===== src/design/hms_pkg.sv =====
`timescale 1ns / 1ps
package hms_pkg;

	localparam int WORD_W = 32;
	localparam int FRAC_W = 28;
	localparam int CFG_W = 31;
	localparam int IDX_W = 3;

	localparam int SQ_W = 2 * WORD_W;
	localparam int HALF_W = SQ_W / 2;
	localparam int PP_W = CFG_W + HALF_W;
	localparam int BP_W = CFG_W + WORD_W;
	localparam int AP_W = CFG_W + SQ_W;
	localparam int AQ_W = AP_W - 2 * FRAC_W + 1;
	localparam int YB_W = BP_W - FRAC_W + 2;
	localparam int SUM_W = AQ_W + 2;

	localparam logic [IDX_W-1:0] REG_A_LOWER = IDX_W'(0);
	localparam logic [IDX_W-1:0] REG_A_UPPER = IDX_W'(1);
	localparam logic [IDX_W-1:0] REG_B_LOWER = IDX_W'(2);
	localparam logic [IDX_W-1:0] REG_B_UPPER = IDX_W'(3);

	// 1.4 and 0.3, rounded down and up
	localparam logic [CFG_W-1:0] A_LOWER_RST = CFG_W'((64'd14 << FRAC_W) / 64'd10);
	localparam logic [CFG_W-1:0] A_UPPER_RST = CFG_W'(((64'd14 << FRAC_W) + 64'd9) / 64'd10);
	localparam logic [CFG_W-1:0] B_LOWER_RST = CFG_W'((64'd3 << FRAC_W) / 64'd10);
	localparam logic [CFG_W-1:0] B_UPPER_RST = CFG_W'(((64'd3 << FRAC_W) + 64'd9) / 64'd10);

	typedef struct packed {
		logic s1;
		logic s2;
		logic s3;
		logic s4;
		logic s5;
	} stage_en_t;

	typedef struct packed {
		logic [SQ_W-1:0] sq_lo;
		logic [SQ_W-1:0] sq_hi;
		logic [BP_W-1:0] bl_prod;
		logic [BP_W-1:0] bu_prod;
		logic xl_neg;
		logic xu_neg;
		logic [WORD_W-1:0] y_lo;
		logic [WORD_W-1:0] y_hi;
	} sq_data_t;

	typedef struct packed {
		logic [AQ_W-1:0] ax_hi;
		logic [AQ_W-1:0] ax_lo;
		logic [YB_W-1:0] ny_lo;
		logic [YB_W-1:0] ny_hi;
		logic [WORD_W-1:0] y_lo;
		logic [WORD_W-1:0] y_hi;
	} scaled_t;

	typedef struct packed {
		logic [WORD_W-1:0] word;
		logic clip;
	} sat_t;

	function automatic logic [WORD_W-1:0] magnitude(input logic [WORD_W-1:0] v);
		return v[WORD_W-1] ? (~v + WORD_W'(1)) : v;
	endfunction

	function automatic sat_t saturate(input logic [SUM_W-1:0] v);
		sat_t r;
		logic [SUM_W-WORD_W:0] head;
		head = v[SUM_W-1:WORD_W-1];
		if (head == '0 || head == '1) begin
			r.word = v[WORD_W-1:0];
			r.clip = 1'b0;
		end else begin
			r.word = {v[SUM_W-1], {(WORD_W-1){~v[SUM_W-1]}}};
			r.clip = 1'b1;
		end
		return r;
	endfunction

endpackage


===== src/design/hms_final.sv =====
`timescale 1ns / 1ps
module hms_final import hms_pkg::*; (
	input  logic              clk,
	input  stage_en_t         en,
	input  scaled_t           sc_s4,
	output logic [WORD_W-1:0] next_x_lower,
	output logic [WORD_W-1:0] next_x_upper,
	output logic [WORD_W-1:0] next_y_lower,
	output logic [WORD_W-1:0] next_y_upper,
	output logic              saturated
);

	localparam logic [SUM_W-1:0] ONE = SUM_W'(1) << FRAC_W;

	logic [SUM_W-1:0] sx_lo, sx_hi, sy_lo, sy_hi;
	sat_t r_xl, r_xu, r_yl, r_yu;

	logic [WORD_W-1:0] nxl_s5, nxu_s5, nyl_s5, nyu_s5;
	logic sat_s5;

	always_comb begin
		sx_lo = ONE - SUM_W'(sc_s4.ax_hi)
			+ {{(SUM_W-WORD_W){sc_s4.y_lo[WORD_W-1]}}, sc_s4.y_lo};
		sx_hi = ONE - SUM_W'(sc_s4.ax_lo)
			+ {{(SUM_W-WORD_W){sc_s4.y_hi[WORD_W-1]}}, sc_s4.y_hi};
		sy_lo = {{(SUM_W-YB_W){sc_s4.ny_lo[YB_W-1]}}, sc_s4.ny_lo};
		sy_hi = {{(SUM_W-YB_W){sc_s4.ny_hi[YB_W-1]}}, sc_s4.ny_hi};
		r_xl = saturate(sx_lo);
		r_xu = saturate(sx_hi);
		r_yl = saturate(sy_lo);
		r_yu = saturate(sy_hi);
	end

	always_ff @(posedge clk) begin
		if (en.s5) begin
			nxl_s5 <= r_xl.word;
			nxu_s5 <= r_xu.word;
			nyl_s5 <= r_yl.word;
			nyu_s5 <= r_yu.word;
			sat_s5 <= r_xl.clip | r_xu.clip | r_yl.clip | r_yu.clip;
		end
	end

	assign next_x_lower = nxl_s5;
	assign next_x_upper = nxu_s5;
	assign next_y_lower = nyl_s5;
	assign next_y_upper = nyu_s5;
	assign saturated = sat_s5;

endmodule


===== config.mk =====
export PLATFORM = sky130hd
export DESIGN_NAME = hms_final
export DESIGN_NICKNAME = d
export VERILOG_FILES = /design/src/design/hms_pkg.sv /design/src/design/hms_final.sv
export SDC_FILE = /design/constraint.sdc
export NUM_CORES = 1
export LEC_CHECK = 0
export ABC_AREA = 1
export CORE_MARGIN = 8
export CORE_UTILIZATION = 35
export CTS_CLUSTER_SIZE = 40
export DETAILED_ROUTE_END_ITERATION = 16
export DONT_BUFFER_PORTS = 1
export PLACE_DENSITY = 0.46
export SYNTH_ARGS = -nofsm -noshare
export SYNTH_HDL_FRONTEND = slang
export SYNTH_SLANG_ARGS = --single-unit

===== constraint.sdc =====
create_clock -name clk -period 11.85 [get_ports clk]
set_input_delay 2.37 -clock clk [delete_from_list [all_inputs] [get_ports clk]]
set_output_delay 2.37 -clock clk [all_outputs]
set_load 0.01 [all_outputs]

==> metrics list <==
- Power, Total: 0.001584 W
* Die width: 212.9 µm
- Of the available clock period, the critical path in the final layout requires 0.5639.
- Across the VDD grid, the largest voltage drop is around 0.077 mV.
- The congestion estimate from routability-driven global placement came to between 0.9 and 1.
- Design Area, Final: around 15000 µm²
* Pin count of the biggest net entering global routing: 130
* Top cell type by total area after synthesis: sky130_fd_sc_hd__edfxtp_1
- Number of fill cells in the layout: roughly 4300
- Sw frac: 0.3552
- Synthesized area divided by synthesized cell count: between 6 and 7 µm²
- Dividing total power by cell area gives a power density of between 100 and 150 nW/µm².
- Final Hold Vio Count: 0
* Worst hold margin: approximately 2.0 ns
- Gates resized during post-CTS repair numbered 0.
- Fraction of layout cells with a size suffix above 1: 0.04047
- Share of synthesized flip-flops with an asynchronous set or reset: 0
* Sink Count: between 100 and 150
- Area of the core region: 38470 µm²
- In this run the static leakage power is ~7.3 nW.
* Die area: 45330 µm²
- between 300 and 400 I/O pins were placed.
- The netlist uses 44 different library cells.
* Synth Cell Area: roughly 14000 µm²
* Worst-case headroom to the max-slew limit: 0.3269
- Count of maximum capacitance violations: 0
- Setup repair after global routing left no endpoint under its margin.
- Following the worst setup path forward leads to its endpoint at next_x_lower[24].
- In the post-synthesis netlist, the biggest area contributors are sky130_fd_sc_hd__edfxtp_1 29%, sky130_fd_sc_hd__nand2_1 25%, sky130_fd_sc_hd__inv_1 8.9%.
- For the worst setup path, the data arrival time is 6.82 ns.
- Maximum root-to-sink buffer count: 2
- Outcome: finished clean
- Routed length per instance: roughly 17 µm
- TritonCTS built the clock tree.
- After detailed routing, the total wire length is 46110 µm.
* Clk network pwr share: 0.332
* CTS H-tree depth: 4
- In this run, CTS created clock tree buffers numbering 17.
* Number of setup violations in the final report: 0
* Post-CTS Repair Setup Buffers: 0
- Tightest Pin Transition: 1.007 ns
- Tracing the worst setup path back leads to its startpoint at sc_s4[178].
- Setup_tns: 0 ns
* Syn Nets: about 2400
* Vias in the first global route: 12660
- Number of standard cells after synthesis: around 2100
- Port bufs: 0
- CTS clk-pin slew, worst paths: about 0.060 ns
- Of the total power, registers draw 0.383.
- The die is around 210 µm tall.
* Top-area cell type share of the netlist area: 0.2855
- Area growth, synth to finish: 7.607%
- Number of search-and-repair iterations in the first detailed-routing pass: 5
- Once detailed placement completed, the half-perimeter wirelength came to 39380 µm.
- Number of flip-flops and latches in the synthesized netlist: 129
* Setup crit end kind: flop
* Switching power total: roughly 0.00056 W
- Yosys mapped a number of flops with a built-in enable equal to about 130.
- Most used DFF post-synth: sky130_fd_sc_hd__edfxtp_1
- Overall overflow remaining after global route: 0
- For this run, the register share of the synthesized area comes to 0.2855.
- CP required: ~12 ns
- The final layout contains ~2400 nets.
- Clock Tree Root: sky130_fd_sc_hd__clkbuf_16
- Initial antenna violation count: 1
- Initial core utilization: 0.3528
- Final antenna-violating net count: 0
* Total track usage: 0.1998
- Number of vias per cell after detailed routing: between 4 and 5
- Counting instances, the worst hold path has a depth of 0.
- Number of violations reported at the end of detailed-routing iteration 0: roughly 740
- Internal portion of total power: around 0.0010 W
* Combinational cell fraction of total power: 0.285
- Buffers inserted to repair hold after CTS numbered 0.
- The commonest cells after synthesis are 895 x sky130_fd_sc_hd__nand2_1, 322 x sky130_fd_sc_hd__inv_1, 190 x sky130_fd_sc_hd__nor2_1, 129 x sky130_fd_sc_hd__edfxtp_1, 93 x sky130_fd_sc_hd__nand3_1.
- Of all nets on the critical path, the largest fanout is 31.
- Startpoint kind of the worst setup timing path: input port
* Overall via count from detail_route: roughly 13000
* Most used standard cell by instance count after synthesis: sky130_fd_sc_hd__nand2_1
- Summing all placed instances gives a cell area of about 14000 µm².
* Slew Viols, Final: 0
- First-pass GRT wire length: about 70000 µm
- DRC Markers: 0
* Final worst path period need: ~6.7 ns
* Upper clock frequency limit: about 0.15 GHz
- CP Class: input port to flop
- Cell row count: 72
* Warning count from the yosys run: 0
- In this run the worst hold path is classified as input port to flop.
[layout by cell type (no fill, tap or decap), drive strengths merged, types with 2 or more instances in the layout]
cell type / Yosys / routed
nand3: 106 / 106
ha: 92 / 92
nand4: 27 / 27
o21a: 4 / 4
a31oi: 10 / 10
clkinvlp: 0 / 2
fa: 2 / 2
or2: 8 / 8
nor3: 20 / 20
nor2: 209 / 209
edfxtp: 129 / 129
xor2: 72 / 72
o31ai: 2 / 2
a21oi: 73 / 73
nor4: 9 / 9
nor3b: 2 / 2
xnor2: 43 / 43
o21ai: 24 / 24
nand2: 906 / 906
bufinv: 0 / 2
clkinv: 4 / 9
nand3b: 3 / 3
and2: 5 / 5
a21o: 2 / 2
o21bai: 8 / 8
inv: 325 / 328
clkbuf: 16 / 20
[logic make-up after synthesis]
kind of cell | count (synthesis) | synth area share
simple gates | 1298 | 0.3952
fa+ha+maj | 94 | 0.08778
compound gates | 127 | 0.05191
buf+inv | 357 | 0.1054
flops | 129 | 0.2855
xor+xnor | 115 | 0.07423
[power groups by stage]
stage / sequential, W / clock [W] / combinational [W]
floorplan: 0.000600 / 0 / 0.000344
global placement: 0.000620 / 0 / 0.000448
detailed placement: 0.000619 / 0 / 0.000450
CTS: 0.000610 / 0.000543 / 0.000452
global route: 0.000610 / 0.000560 / 0.000516
finish: 0.000607 / 0.000526 / 0.000451
[state kept, by name (all words and copies together), names as in the netlist]
name,cells
next_x_lower,32
next_x_upper,32
next_y_lower,32
next_y_upper,32
saturated,1
[layout make-up]
type / count / area (µm²) / area share
Clock inverter: 12 / 132.6 / 0.009083
Tap cell: 518 / 648.1 / 0.04439
Antenna cell: 1 / 2.502 / 0.0001714
Inverter: 329 / 1235 / 0.08458
Sequential cell: 129 / 3874 / 0.2653
Multi-Input combinational cell: 1634 / 8265 / 0.5661
Clock buffer: 20 / 436.7 / 0.02991
Timing Repair Buffer: 1 / 7.507 / 0.0005141
[worst min-delay path by stage]
stage	start	slack [ns]	endpoint
finish	sc_s4[137]	2.03	next_y_lower[31]
global route	sc_s4[137]	2.01	next_y_lower[31]
CTS	sc_s4[137]	2.00	next_y_lower[31]
detailed placement	sc_s4[137]	2.47	next_y_lower[31]
global placement	sc_s4[137]	2.47	next_y_lower[31]
floorplan	en[0]	2.48	next_x_lower[0]
[layer usage]
metal / global-route usage / wire, µm
met1: 0.2400 / 20020
met2: 0.3498 / 22230
met3: 0.05049 / 2897
met4: 0.05497 / 959
met5: 0 / 0
[metrics by stage]
step / std cells / worst slack (ns) / utilization
floorplan: 2120 / 6.028 / -
global placement: 2611 / 4.594 / 0.3647
detailed placement: 2611 / 4.619 / 0.3647
CTS: 2643 / 5.090 / 0.3795
global route: 2644 / 4.590 / 0.3796
finish: 2644 / 5.168 / 0.3796
[critical path: stages]
cell and delay, ns:
sky130_fd_sc_hd__nor3_2 0.22, sky130_fd_sc_hd__nand3b_1 0.21, sky130_fd_sc_hd__nor3_2 0.33, sky130_fd_sc_hd__nand2_1 0.22, sky130_fd_sc_hd__nor2_1 0.25, sky130_fd_sc_hd__nand2_1 0.13
sky130_fd_sc_hd__a21oi_2 0.26, sky130_fd_sc_hd__nand3_1 0.13, sky130_fd_sc_hd__xnor2_1 0.16, sky130_fd_sc_hd__inv_1 0.06, sky130_fd_sc_hd__ha_1 0.41, sky130_fd_sc_hd__nand2_1 0.13
sky130_fd_sc_hd__nor2_1 0.23, sky130_fd_sc_hd__nand2_1 0.13, sky130_fd_sc_hd__nor2_2 0.16, sky130_fd_sc_hd__nand4_1 0.19, sky130_fd_sc_hd__nand3_1 0.16, sky130_fd_sc_hd__nand2_1 0.06
sky130_fd_sc_hd__nand2_1 0.06, sky130_fd_sc_hd__nand2_1 0.05, sky130_fd_sc_hd__nor2_1 0.11, sky130_fd_sc_hd__nand3_2 0.12, sky130_fd_sc_hd__nand3_2 0.49, sky130_fd_sc_hd__nand2_1 0.16
Note: power is estimated with default switching activity, not from simulation.
